## config.mk

```make
export PLATFORM = sky130hd
export DESIGN_NAME = load_cell_dual_channel_reader_flat
export DESIGN_NICKNAME = d
export VERILOG_FILES = /design/src/rtl/lcdr_pkg.sv /design/src/rtl/lcdr_in_if.sv /design/src/rtl/lcdr_out_if.sv /design/src/rtl/lcdr_cfg_if.sv /design/src/rtl/load_cell_dual_channel_reader.sv /design/src/rtl/lcdr_cfg_regs.sv /design/src/rtl/lcdr_core.sv /design/src/flat_wrapper.sv
export SDC_FILE = /design/constraint.sdc
export NUM_CORES = 1
export LEC_CHECK = 0
export ABC_AREA = 1
export CORE_MARGIN = 8
export CORE_UTILIZATION = 45
export CTS_CLUSTER_SIZE = 12
export DETAILED_ROUTE_END_ITERATION = 16
export DONT_BUFFER_PORTS = 1
export HOLD_SLACK_MARGIN = 0.06
export PLACE_DENSITY = 0.71
export SLEW_MARGIN = 15
export SYNTH_ARGS = -nofsm -noshare
export SYNTH_HDL_FRONTEND = slang
export SYNTH_SLANG_ARGS = --single-unit
export TNS_END_PERCENT = 20
```

## constraint.sdc

```tcl
create_clock -name clk -period 3.6 [get_ports clk]
set_input_delay 0.36 -clock clk [delete_from_list [all_inputs] [get_ports clk]]
set_output_delay 0.36 -clock clk [all_outputs]
set_load 0.01 [all_outputs]
```

## src/rtl/lcdr_pkg.sv

```systemverilog
package lcdr_pkg;

	// Field widths
	localparam int READ_W    = 24;
	localparam int VALUE_W   = 26;
	localparam int HALF_W    = 16;

	// Configuration port
	localparam int CFG_IDX_W  = 2;
	localparam int CFG_DATA_W = 24;
	localparam logic [CFG_IDX_W-1:0] CFG_HALF_PERIOD  = 2'd0;
	localparam logic [CFG_IDX_W-1:0] CFG_READING_MASK = 2'd1;

	// Register reset values
	localparam logic [HALF_W-1:0] HALF_RESET = 16'd1;
	localparam logic [READ_W-1:0] MASK_RESET = 24'h000FFF;

	// Extra clock pulses that select the next channel and gain
	localparam logic [2:0] PULSES_AFTER_FIRST  = 3'd2;
	localparam logic [2:0] PULSES_AFTER_SECOND = 3'd3;

	typedef enum logic [2:0] {
		MODE_IDLE  = 3'b001,
		MODE_DATA  = 3'b010,
		MODE_EXTRA = 3'b100
	} lcdr_mode_t;

	typedef struct packed {
		logic [HALF_W-1:0] half_period_ticks;
		logic [READ_W-1:0] reading_mask;
	} lcdr_cfg_t;

	typedef struct packed {
		logic               sck_level;
		logic               thrust_valid;
		logic [VALUE_W-1:0] thrust_value;
	} lcdr_result_t;

endpackage

```

## src/rtl/lcdr_in_if.sv

```systemverilog
interface lcdr_in_if;
	logic valid;
	logic ready;
	logic dout_level;

	modport source (output valid, output dout_level, input ready);
	modport sink (input valid, input dout_level, output ready);
endinterface

```

## src/rtl/lcdr_out_if.sv

```systemverilog
interface lcdr_out_if import lcdr_pkg::*; ();
	logic               valid;
	logic               ready;
	logic               sck_level;
	logic               thrust_valid;
	logic [VALUE_W-1:0] thrust_value;

	modport source (output valid, output sck_level, output thrust_valid, output thrust_value,
		input ready);
	modport sink (input valid, input sck_level, input thrust_valid, input thrust_value,
		output ready);
endinterface

```

## src/rtl/lcdr_cfg_if.sv

```systemverilog
interface lcdr_cfg_if import lcdr_pkg::*; ();
	logic                  valid;
	logic                  ready;
	logic [CFG_IDX_W-1:0]  index;
	logic [CFG_DATA_W-1:0] data;

	modport source (output valid, output index, output data, input ready);
	modport sink (input valid, input index, input data, output ready);
endinterface

```

## src/rtl/load_cell_dual_channel_reader.sv

```systemverilog
// Two-wire load-cell converter reader. Each input word is one tick carrying the
// sampled data pin; each tick yields one output word with the clock pin level to
// drive, and on the tick a pair of conversions completes, thrust_valid with
// first reading plus twice the second (both masked by reading_mask). The block
// takes one word per clock cycle: the tick is handled by the state registers and
// one level of logic, and the result sits in an output register that is refilled
// in the same cycle it is taken, so throughput is one word per cycle whenever
// the output side is ready. Each accepted tick's word is valid in the following cycle.
module load_cell_dual_channel_reader import lcdr_pkg::*; #(
	parameter int DATA_BITS = 24
) (
	input  logic        clk,
	input  logic        arst_n,
	lcdr_cfg_if.sink    cfg,
	lcdr_in_if.sink     sample_in,
	lcdr_out_if.source  result_out
);

	lcdr_cfg_t    cfg_regs;
	lcdr_result_t result;
	lcdr_result_t out_q;
	logic         out_valid_q;
	logic         step;

	lcdr_cfg_regs u_cfg_regs (
		.clk      (clk),
		.arst_n   (arst_n),
		.cfg      (cfg),
		.cfg_regs (cfg_regs)
	);

	assign sample_in.ready = !out_valid_q || result_out.ready;
	assign step            = sample_in.valid && sample_in.ready;

	lcdr_core #(
		.DATA_BITS (DATA_BITS)
	) u_core (
		.clk        (clk),
		.arst_n     (arst_n),
		.step       (step),
		.dout_level (sample_in.dout_level),
		.cfg_regs   (cfg_regs),
		.result     (result)
	);

	// Hold the result word until taken
	always_ff @(posedge clk or negedge arst_n) begin
		if (!arst_n) begin
			out_valid_q <= 1'b0;
		end else if (step) begin
			out_valid_q <= 1'b1;
		end else if (result_out.ready) begin
			out_valid_q <= 1'b0;
		end
	end

	always_ff @(posedge clk) begin
		if (step) begin
			out_q <= result;
		end
	end

	assign result_out.valid        = out_valid_q;
	assign result_out.sck_level    = out_q.sck_level;
	assign result_out.thrust_valid = out_q.thrust_valid;
	assign result_out.thrust_value = out_q.thrust_value;

endmodule

```

## src/rtl/lcdr_cfg_regs.sv

```systemverilog
module lcdr_cfg_regs import lcdr_pkg::*; (
	input  logic      clk,
	input  logic      arst_n,
	lcdr_cfg_if.sink  cfg,
	output lcdr_cfg_t cfg_regs
);

	logic [HALF_W-1:0] half_q;
	logic [READ_W-1:0] mask_q;

	assign cfg.ready = 1'b1;

	// Write the addressed register, drop writes to unknown indexes
	always_ff @(posedge clk or negedge arst_n) begin
		if (!arst_n) begin
			half_q <= HALF_RESET;
			mask_q <= MASK_RESET;
		end else if (cfg.valid) begin
			case (cfg.index)
				CFG_HALF_PERIOD:  half_q <= cfg.data[HALF_W-1:0];
				CFG_READING_MASK: mask_q <= cfg.data[READ_W-1:0];
				default: ;
			endcase
		end
	end

	assign cfg_regs.half_period_ticks = half_q;
	assign cfg_regs.reading_mask      = mask_q;

endmodule

```

## src/rtl/lcdr_core.sv

```systemverilog
module lcdr_core import lcdr_pkg::*; #(
	parameter int DATA_BITS = 24
) (
	input  logic         clk,
	input  logic         arst_n,
	input  logic         step,
	input  logic         dout_level,
	input  lcdr_cfg_t    cfg_regs,
	output lcdr_result_t result
);

	localparam int PC_W  = $clog2(DATA_BITS + 1);
	localparam int EXT_W = (DATA_BITS > READ_W) ? DATA_BITS : READ_W;

	lcdr_mode_t           mode_q, mode_n;
	logic [PC_W-1:0]      pulse_q, pulse_n, pulse_inc;
	logic [HALF_W-1:0]    phase_q, phase_n, phase_inc, half_eff;
	logic [DATA_BITS-1:0] shift_q, shift_n;
	logic [READ_W-1:0]    first_q, first_n, reading;
	logic                 second_q, second_n;
	logic                 clk_high_q, clk_high_n;
	logic [EXT_W-1:0]     shift_ext;
	logic [PC_W-1:0]      extra_limit;

	assign half_eff    = (cfg_regs.half_period_ticks == '0) ? HALF_W'(1)
		: cfg_regs.half_period_ticks;
	assign shift_ext   = EXT_W'(shift_q);
	assign reading     = shift_ext[READ_W-1:0] & cfg_regs.reading_mask;
	assign phase_inc   = phase_q + HALF_W'(1);
	assign pulse_inc   = pulse_q + PC_W'(1);
	assign extra_limit = second_q ? PC_W'(PULSES_AFTER_SECOND) : PC_W'(PULSES_AFTER_FIRST);

	// Next state and result for this tick
	always_comb begin
		mode_n     = mode_q;
		pulse_n    = pulse_q;
		phase_n    = phase_q;
		shift_n    = shift_q;
		first_n    = first_q;
		second_n   = second_q;
		clk_high_n = clk_high_q;
		result     = '0;
		case (mode_q)
			MODE_IDLE: begin
				// Converter ready: start the clock on the next tick
				if (!dout_level) begin
					mode_n     = MODE_DATA;
					clk_high_n = 1'b1;
					phase_n    = '0;
					pulse_n    = '0;
					shift_n    = '0;
				end
			end
			MODE_DATA, MODE_EXTRA: begin
				result.sck_level = clk_high_q;
				phase_n = phase_inc;
				if (phase_inc >= half_eff) begin
					phase_n = '0;
					if (clk_high_q) begin
						// End of high phase: sample the data pin in data mode
						if (mode_q == MODE_DATA) begin
							shift_n = {shift_q[DATA_BITS-2:0], dout_level};
						end
						clk_high_n = 1'b0;
					end else begin
						pulse_n = pulse_inc;
						if (mode_q == MODE_DATA && pulse_inc >= PC_W'(DATA_BITS)) begin
							mode_n     = MODE_EXTRA;
							pulse_n    = '0;
							clk_high_n = 1'b1;
						end else if (mode_q == MODE_EXTRA && pulse_inc >= extra_limit) begin
							// Conversion done: store first reading or combine
							mode_n  = MODE_IDLE;
							pulse_n = '0;
							if (!second_q) begin
								first_n  = reading;
								second_n = 1'b1;
							end else begin
								result.thrust_valid = 1'b1;
								result.thrust_value = VALUE_W'(first_q)
									+ (VALUE_W'(reading) << 1);
								second_n = 1'b0;
							end
						end else begin
							clk_high_n = 1'b1;
						end
					end
				end
			end
			default: begin
				mode_n = MODE_IDLE;
			end
		endcase
	end

	// Advance state on each accepted tick
	always_ff @(posedge clk or negedge arst_n) begin
		if (!arst_n) begin
			mode_q     <= MODE_IDLE;
			pulse_q    <= '0;
			phase_q    <= '0;
			shift_q    <= '0;
			first_q    <= '0;
			second_q   <= 1'b0;
			clk_high_q <= 1'b0;
		end else if (step) begin
			mode_q     <= mode_n;
			pulse_q    <= pulse_n;
			phase_q    <= phase_n;
			shift_q    <= shift_n;
			first_q    <= first_n;
			second_q   <= second_n;
			clk_high_q <= clk_high_n;
		end
	end

endmodule

```

## src/flat_wrapper.sv

```systemverilog
// flat-port wrapper written by rule: the top's interface ports become plain ports
module load_cell_dual_channel_reader_flat import lcdr_pkg::*;
#(
	parameter int DATA_BITS = 24
)
  (clk, arst_n, cfg_valid, cfg_index, cfg_data, cfg_ready, sample_in_valid, sample_in_dout_level, sample_in_ready, result_out_valid, result_out_sck_level, result_out_thrust_valid, result_out_thrust_value, result_out_ready);
  lcdr_cfg_if cfg_i ();
  lcdr_in_if sample_in_i ();
  lcdr_out_if result_out_i ();
  input  logic clk;
  input  logic arst_n;
  input wire logic [$bits(cfg_i.valid)-1:0] cfg_valid;
  input wire logic [$bits(cfg_i.index)-1:0] cfg_index;
  input wire logic [$bits(cfg_i.data)-1:0] cfg_data;
  output wire logic [$bits(cfg_i.ready)-1:0] cfg_ready;
  input wire logic [$bits(sample_in_i.valid)-1:0] sample_in_valid;
  input wire logic [$bits(sample_in_i.dout_level)-1:0] sample_in_dout_level;
  output wire logic [$bits(sample_in_i.ready)-1:0] sample_in_ready;
  output wire logic [$bits(result_out_i.valid)-1:0] result_out_valid;
  output wire logic [$bits(result_out_i.sck_level)-1:0] result_out_sck_level;
  output wire logic [$bits(result_out_i.thrust_valid)-1:0] result_out_thrust_valid;
  output wire logic [$bits(result_out_i.thrust_value)-1:0] result_out_thrust_value;
  input wire logic [$bits(result_out_i.ready)-1:0] result_out_ready;
  assign cfg_i.valid = cfg_valid;
  assign cfg_i.index = cfg_index;
  assign cfg_i.data = cfg_data;
  assign cfg_ready = cfg_i.ready;
  assign sample_in_i.valid = sample_in_valid;
  assign sample_in_i.dout_level = sample_in_dout_level;
  assign sample_in_ready = sample_in_i.ready;
  assign result_out_valid = result_out_i.valid;
  assign result_out_sck_level = result_out_i.sck_level;
  assign result_out_thrust_valid = result_out_i.thrust_valid;
  assign result_out_thrust_value = result_out_i.thrust_value;
  assign result_out_i.ready = result_out_ready;
  load_cell_dual_channel_reader #(.DATA_BITS(DATA_BITS)) u_core (.clk(clk), .arst_n(arst_n), .cfg(cfg_i), .sample_in(sample_in_i), .result_out(result_out_i));
endmodule
```

Yosys cells after proc, flatten, opt, wreduce, memory -nomap -nowiden

Cells that the tools add are included.

Register bits: 143
Input bits: 32
Output and inout port bits: 31
Word-level logic and storage cells: 89

Add/sub/neg operators: 3
$lt $le $gt $ge: 3
Equal/unequal tests: 10
Mux-type cells: 32
Bitwise logic cells: 7
Reduce and logical (&&, ||, !) cells: 21

Operators by type and width:

| kind                                                             | number |
|---|---|
| 24-bit 2-to-1 mux                                                | 4 |
| 16-bit 2-to-1 mux                                                | 3 |
| 24-bit case mux with 2 select lines                              | 1 |
| 16-bit case mux with 2 select lines                              | 1 |
| 27-bit 2-to-1 mux                                                | 1 |
| 24-bit by 25-bit adder with 26-bit output                        | 1 |
| 5-bit 2-to-1 mux                                                 | 5 |
| 24-bit bitwise AND                                               | 1 |
| 16-bit by 1-bit adder with 16-bit output (second input constant) | 1 |
| 16-bit >= comparator                                             | 1 |
| 16-bit zero test                                                 | 1 |
| 3-bit 2-to-1 mux                                                 | 5 |
| 6-bit AND reduction                                              | 2 |
| 2-bit inequality test (second input constant)                    | 5 |
| 5-bit case mux with 2 select lines                               | 1 |
| 5-bit AND reduction                                              | 2 |
| 1-bit 2-to-1 mux                                                 | 9 |
| 7-bit AND reduction                                              | 1 |
| 1-bit NOT                                                        | 6 |
| 3-bit case mux with 2 select lines                               | 1 |
| 6-bit OR reduction                                               | 1 |
| 5-bit by 1-bit adder with 5-bit output (second input constant)   | 1 |
| 5-bit by 2-bit >= comparator with 1-bit output                   | 1 |
| 5-bit >= comparator (second input constant)                      | 1 |
| other kinds (16)                                                 | 20 |

Logic depth before layout (Yosys ltp)

Gate-level depths: netlist of the first run.

Depth in word-level cells: 8
Depth in mapped cells: 19
Depth with buffers taken out: 19

Hierarchy

From an unflattened synthesis of the first run, not the netlist that was laid out.

Cells, all modules: 1119
Area, all modules: 8577.0 um^2

By module, submodules not included:

| module                        | times used | cells each | area an instance (um^2) | seq. area each (um^2) |
|---|---|---|---|---|
| lcdr_core                     | 1          | 905        | 5982.0                  | 1853.0 |
| lcdr_cfg_regs                 | 1          | 180        | 1709.1                  | 1017.2 |
| load_cell_dual_channel_reader | 1          | 34         | 885.8                   | 865.8 |

Worst setup path after synthesis of the first run

Ideal clock, no wire load.

Path kind: register -> register
Start point: reg u_core.u_core.phase_q[0]
End point: reg u_core.u_core.clk_high_q
Setup time: 127 ps
Arrival time: 2718 ps
Slack: 755 ps
Stages on the path, launching flop included: 17
Path buffers: 1
Period minus slack after synthesis: 2845 ps
Cell sequence: dfrtp_1 -> ha_1 -> nand3_1 -> nor3_2 -> nand3_1 -> nor2_2 -> nand3_1 -> xnor2_1 -> ha_1 -> nand4_1 -> nor2_1 -> nand3_1 -> nand4_1 -> clkbuf_1 -> nand2_1 -> nand2_1 -> o21ai_0

Longest elaborated chain between the ends: 4

RTL lines:

| item                                     | line             | RTL |
|---|---|---|
| start, declared                          | lcdr_core.sv:17  | `logic [HALF_W-1:0] phase_q, phase_n, phase_inc, half_eff;` |
| start signal, assigned                   | lcdr_core.sv:109 | `phase_q <= phase_n;` |
| 16-bit by 1-bit adder with 16-bit output | lcdr_core.sv:29  | `assign phase_inc = phase_q + HALF_W'(1);` |
| 16-bit >= comparator                     | lcdr_core.sv:57  | `if (phase_inc >= half_eff) begin` |
| 2-bit inequality test (no source line)   | n/a              |  |
| 4-bit AND reduction (no source line)     | n/a              |  |
| end signal, assigned                     | lcdr_core.sv:113 | `clk_high_q <= clk_high_n;` |
| end, declared                            | lcdr_core.sv:21  | `logic clk_high_q, clk_high_n;` |

No other way between the ends.
A chain may end at the register's enable or synchronous reset.

Worst setup path after layout of the first run

Ends and elaborated chain as after synthesis.

==> results of run 1 <==
## power groups by stage
stage	Sequential (uW)	Clock (uW)	Combinational [uW]
after floorplan	1930	0	490
after global placement	1970	0	620
after detailed placement	1970	0	627
after CTS	1940	1720	662
after global routing	1960	1790	763
final	1940	1690	668
## cell type report
| type | count | area [sq um] | share of cell area [%] |
|---|---|---|---|
| Multi-Input combinational cell | 737 | 3880 | 42.3 |
| Timing Repair Buffer | 9 | 90.1 | 0.982 |
| Antenna cell | 1 | 2.50 | 0.0273 |
| Inverter | 157 | 589 | 6.42 |
| Tap cell | 234 | 293 | 3.19 |
| Clock buffer | 21 | 503 | 5.48 |
| Sequential cell | 143 | 3740 | 40.7 |
| Clock inverter | 11 | 80.1 | 0.873 |
## cells in the mapped netlist, drive strengths merged, types with 13 or more instances
cell type and n:
dfstp 14, ha 43, inv 155, buf 15, edfxtp 28, nand2 350
xor2 17, nor2 93, clkbuf 13, dfrtp 101, nand3 38, a21oi 46
nand4 41, o21ai 62
## sequential cells by signal, indices dropped and copies added, names as in the netlist, 3 cells and up
name                            cells
u_core.result_out.thrust_value     26
u_core.u_cfg_regs.mask_q           24
u_core.u_core.first_q              24
u_core.u_core.shift_ext            24
u_core.u_cfg_regs.half_q           16
u_core.u_core.phase_q              16
u_core.u_core.pulse_q               5
u_core.u_core.mode_q                3
## critical path, cell delays in order, from the launching register on
cell and delay (ns):
dfrtp_1 0.45, ha_1 0.22, nand3_1 0.15, nor3_2 0.20, nand3_1 0.16, nor2_2 0.14
nand3_1 0.10, xnor2_1 0.15, ha_1 0.30, nand4_1 0.14, nor2_1 0.17, nand3_1 0.15
nand4_1 0.23, buf_4 0.27, nand3_2 0.16, o21ai_0 0.20
## cells in the final DEF (no fill, tap or decap), drive strengths merged
master and n:
inv 155, nor3 9, nor4 5, nand4 41
mux2 8, dlygate4sd3 1, o21bai 1, clkinvlp 4
o21a 1, clkinv 9, a31oi 3, nor2 93
clkbuf 21, fa 1, edfxtp 28, or2 3
diode 1, nand3 38, xnor2 5, nand2 350
buf 8, ha 43, a41o 1, dfstp 14
a21o 8, conb 1, o21ai 62, xor2 17
dfrtp 101, a21oi 46, nand3b 1
## through the flow
stage / hold slack, ns / power, uW
6_report: 0.0686 / 4300
5_1_grt: 0.0602 / 4520
4_1_cts: 0.0607 / 4320
3_5_place_dp: 0.0717 / 2600
3_3_place_gp: 0.0745 / 2590
2_1_floorplan: 0.0644 / 2420
## final timing paths
check / end / cells after the start / slack (ns)
worst max-delay path: u_core.u_core.clk_high_q$_DFFE_PN0P_ / 15 / 0.31
worst min-delay path: u_core.u_cfg_regs.mask_q[0]$_DFFE_PN1P_ / 2 / 0.07
worst max register to register: u_core.u_core.clk_high_q$_DFFE_PN0P_ / 15 / 0.31
worst min register to register: u_core.u_core.phase_q[13]$_DFFE_PN0P_ / 2 / 0.48
max in group asynchronous: u_core.u_cfg_regs.half_q[4]$_DFFE_PN0P_ / 2 / 2.58
min in group asynchronous: u_core.u_cfg_regs.mask_q[17]$_DFFE_PN0P_ / 2 / 0.59
## routing by layer
layer  up-vias  GRT usage (%)
li1       3393              -
met1      3118           21.4
met2       134           26.3
met3        27           4.28
met4         0           5.14
met5         -              0
## timing repair
action | 4_1_cts | 5_1_grt
gates resized for setup | 0 | 2
hold buffers | 2 | 0
hold endpoints to repair | 115 | 0
setup buffers | 0 | 0
setup endpoints to repair | 0 | 20
## kinds of logic (layout without fill, tap and decap cells)
group | Yosys count | count (layout)
other | 1 | 2
and+or+nand+nor | 540 | 540
muxes | 8 | 8
buffers and inverters | 185 | 198
DFF | 143 | 143
xor gates and xnor gates | 22 | 22
AOI/OAI and AO/OA | 122 | 122
adders and majority gates | 44 | 44
==> flow_summary.yaml, run 1 <==
drt:
  wl_met1_microns: 8710
  routed.top_layer: "met4"
  vias_per_cell: 5.08
  detail-route-antenna-nets: 0
  vias: 6672
  drcViolationCount: 0
  dr_wl_met3_microns: 858
  first_iter_violations: 417
  firstDrtPassIters: 6
  wl_met2_microns: 8600
  routed_wl_microns: 18500
  wire_per_inst_microns: 14.1
setup_path:
  cp_max_fo: 17
  crit_start: "u_core.u_core.phase_q[0]$_DFFE_PN0P_"
  required_ns: 3.94
  crit_arrival_ns: 3.63
  r2r_start: "u_core.u_core.phase_q[0]$_DFFE_PN0P_"
  path_class: "flip-flop to flip-flop"
  end_kind: "flip-flop"
  worstSetupStartpointType: "flip-flop"
grt:
  antenna_found_initial: 1
  grt_pass1_wl_microns: 31500
  grt_max_degree: 116
  grt_usage_pct: 16.4
  overflow: 0
  grt_pass1_vias: 6463
timing:
  fin_tns_setup_ns: 0
  worst_pin_slew_ns: 0.918
  finalCritPeriodShare_pct: 91.4
  grt_setup_unrepaired: "no"
  setup_viol: 0
  layout_setup_ws_ns: 0.308
  relSlewSlack_pct: 38.6
  min_period_ns: 3.29
  fmax_mhz: 304
  finClkSkew_ns: 0.0118
  hold_violations: 0
  maxSlewViolCount: 0
synth:
  synth-edff-count: 28
  synth_top_family_by_area: "simple AND/OR/NAND/NOR gates"
  ys_seq_elements: 143
  syn_avg_cell_area_sq_um: 7.85
  synth-main-ff-cell: "dfrtp_1"
  yosys_warnings: 0
  synthCells: 1065
  synth-xor-area-share_pct: 2.31
  synthMuxAreaShare_pct: 1.08
  netlist.area_leader.share_pct: 30.2
  synth_fa_ha_area_share_pct: 6.68
  synth_area_leaders: "dfrtp_1, nand2_1, edfxtp_1"
  synth-simple-area-share_pct: 28.4
  yosysSeqAreaShare_pct: 44.7
  syn-num-nets: 1141
  ys_types: 44
  async_flop_share_pct: 80.4
  synth_compound_area_share_pct: 7.80
  syn-cell-area_sq_um: 8360
  yosys.area.top_type: "dfrtp_1"
min_path:
  hp-class: "input port to flip-flop"
  holdCritStartpoint: "cfg_data[0]"
placement:
  place_ws_ns: 0.245
  placed_cell_area_sq_um: 8540
  gp_congestion: 0.914
  dp.cells: 1278
  dpl.hpwl_microns: 13400
  portBuffers: 0
floorplanning:
  die_y_microns: 152
  rows: 50
  start_util_pct: 45.3
  fp.dieW_microns: 152
  core_area_sq_um: 18500
  ios: 63
  die-area_sq_um: 23200
clock_tree:
  clockBufferDepth: 2
  cts_root_buf: "clkbuf_16"
  clock_sinks: 143
  cts_tree: "done"
  h-tree-depth: 4
  clkLatencyLatePin_ns: 0.43
  cts.clk_slew.worst_paths_ns: 0.06
  cts_made_buffers: 17
finish:
  area_growth_pct: 9.81
  fill_cells: 1739
  design_area_sq_um: 9180
  fin_nets: 1141
  layout-drive-gt1-share_pct: 9.09
  final_util_pct: 49.7
  layoutNonFillerInstCount: 1313
pwr:
  netSwitchingPower_uw: 1300
  ir_drop_mv: 0.379
  clock_power_share_pct: 39.4
  power.density_nw_per_um2: 469
  sw_frac_of_total_pct: 30.3
  power_frac_comb_pct: 15.5
  p_leak_uw: 0.00473
  pwr-share-seq_pct: 45.1
  internal_power_uw: 3000
run_status:
  outcome: "finished, final reports clean"
flow_run:
  cap_viol_max_count: 0
Note: power is estimated with default switching activity, not from simulation.
==> run 2: changes to the inputs <==
--- a/config.mk
+++ b/config.mk
@@ -12,7 +12,7 @@
 export DETAILED_ROUTE_END_ITERATION = 16
 export DONT_BUFFER_PORTS = 1
 export HOLD_SLACK_MARGIN = 0.06
-export PLACE_DENSITY = 0.71
+export PLACE_DENSITY = 0.65
 export SLEW_MARGIN = 15
 export SYNTH_ARGS = -nofsm -noshare
 export SYNTH_HDL_FRONTEND = slang
==> run 2 against run 1 <==
Via count decreased by 0.12%. Register-to-register slack improved by 0.07 ns. Combinational power is 0.7% lower. Sequential power about the same. Fmax up 2.1%. Clock-buffer cell count unchanged. Critical path depth increased by 1. Wire length shrank 1.0%. Sequential share of layout area fell by 0.089 points. Critical path type unchanged.
==> flow_summary.yaml, run 2 (synthesis gave the netlist of run 1 again) <==
timing:
  setup_viol: 0
  grt_setup_unrepaired: "no"
  relSlewSlack_pct: 39.4
  worst_pin_slew_ns: 0.907
  finalCritPeriodShare_pct: 89.5
  fmax_mhz: 310
  layout_setup_ws_ns: 0.377
  whs_ns: 0.0859
  min_period_ns: 3.22
  finClkSkew_ns: 0.00815
  fin_tns_setup_ns: 0
  hold_violations: 0
  maxSlewViolCount: 0
pwr:
  p_leak_uw: 0.00475
  ir_drop_mv: 0.365
  power.density_nw_per_um2: 470
finish:
  largest_reg_flops: 26
  layoutNonFillerInstCount: 1316
  layout_commonest_cell: "nand2_1"
  fin_nets: 1145
  area_growth_pct: 10.0
  layout-drive-gt1-share_pct: 9.15
  layout_common_cells: "nand2_1, inv_1, dfrtp_1, nor2_1, o21ai_0"
  diodes: 0
drt:
  drcViolationCount: 0
  first_iter_violations: 397
  detail-route-antenna-nets: 0
  wire_per_inst_microns: 13.9
  vias: 6664
  vias_per_cell: 5.06
  routed_wl_microns: 18300
  firstDrtPassIters: 5
setup_path:
  end_kind: "flip-flop"
  crit_arrival_ns: 3.40
  required_ns: 3.78
  cp_max_fo: 8
  path_class: "flip-flop to flip-flop"
  worstSetupStartpointType: "flip-flop"
clock_tree:
  postCtsSetupRepairBufs: 0
  ctsResizeCount: 0
  clockBufferDepth: 2
  cts_tree: "done"
  cts.clk_slew.worst_paths_ns: 0.06
  cts_made_buffers: 17
  clock_sinks: 143
  clkLatencyLatePin_ns: 0.43
  h-tree-depth: 4
  cts_root_buf: "clkbuf_16"
placement:
  dpl.hpwl_microns: 13700
  place_ws_ns: 0.392
  portBuffers: 0
  gp_congestion: 0.890
  dp.cells: 1281
grt:
  grt_usage_pct: 16.3
  overflow: 0
  grt_max_degree: 116
  grt_pass1_wl_microns: 31300
  grt_pass1_vias: 6439
  antenna_found_initial: 0
floorplanning:
  fp.dieW_microns: 152
  start_util_pct: 45.3
  ios: 63
  core_area_sq_um: 18500
  rows: 50
  die-area_sq_um: 23200
  die_y_microns: 152
flow_run:
  cap_viol_max_count: 0
run_status:
  outcome: "finished, final reports clean"
min_path:
  hp-class: "input port to flip-flop"
==> run 2: area by class of cell <==
type	instances	area, sq um
inverter	157	589
multi-input combinational	737	3870
clock inverter	11	104
tap	234	293
sequential	143	3740
fill	1777	9260
clock buffer	21	482
timing repair buffer	13	123
==> run 2: final timing paths <==
| kind | from | end | slack [ns] | cells after the start |
|---|---|---|---|---|
| hold reg to reg | u_core.u_core.shift_ext[23]$_DFFE_PN0P_ | u_core.u_core.shift_ext[23]$_DFFE_PN0P_ | 0.48 | 2 |
| setup / recovery | u_core.u_core.phase_q[0]$_DFFE_PN0P_ | u_core.result_out.thrust_value[22]$_SDFFCE_PP0P_ | 0.38 | 16 |
| min in group asynchronous | arst_n | u_core.u_core.mode_q[2]$_DFFE_PN0P_ | 0.54 | 2 |
| hold / removal | cfg_data[21] | u_core.u_cfg_regs.mask_q[21]$_DFFE_PN0P_ | 0.09 | 1 |
| max in group asynchronous | arst_n | u_core.u_core.first_q[8]$_DFFE_PN0P_ | 2.60 | 2 |
| setup reg to reg | u_core.u_core.phase_q[0]$_DFFE_PN0P_ | u_core.result_out.thrust_value[22]$_SDFFCE_PP0P_ | 0.38 | 16 |
==> run 2: stage by stage <==
stage,util (%),power [uW],cell area [sq um]
2_1_floorplan,-,2420,8360
6_report,49.8,4330,9200
4_1_cts,49.8,4370,9200
3_5_place_dp,46.4,2600,8560
5_1_grt,49.8,4540,9200
3_3_place_gp,46.4,2590,8560
==> run 2: report_power, final <==
group | internal [uW] | switching (uW) | total, uW
combinational | 199 | 464 | 663
sequential | 1810 | 128 | 1940
clock | 1030 | 696 | 1730
==> run 2: critical path: stages, from the launching register on <==
cell and delay (ns):
dfrtp_1 0.46, ha_1 0.22, nand3_1 0.14, nor3_2 0.19, nand3_1 0.16, nor2_2 0.14
nand3_1 0.10, xnor2_1 0.21, ha_1 0.28, nand4_1 0.12, a21oi_1 0.05, nor2_1 0.20
nand3_4 0.19, nand3_2 0.14, clkinv_1 0.21, nand2_1 0.13, nor2_1 0.04
==> run 2: routing by layer <==
layer | share of wire (%) | GRT usage [%] | vias up
met5 | 0 | 0 | -
met4 | 2.1 | 6.62 | 0
met3 | 5.3 | 3.69 | 32
met2 | 46 | 26.0 | 182
met1 | 47 | 21.2 | 3046
li1 | - | - | 3404
==> run 2: what timing repair did <==
action,in CTS,in global routing
setup endpoints to repair,0,0
hold endpoints to repair,116,0
hold buffers,3,0
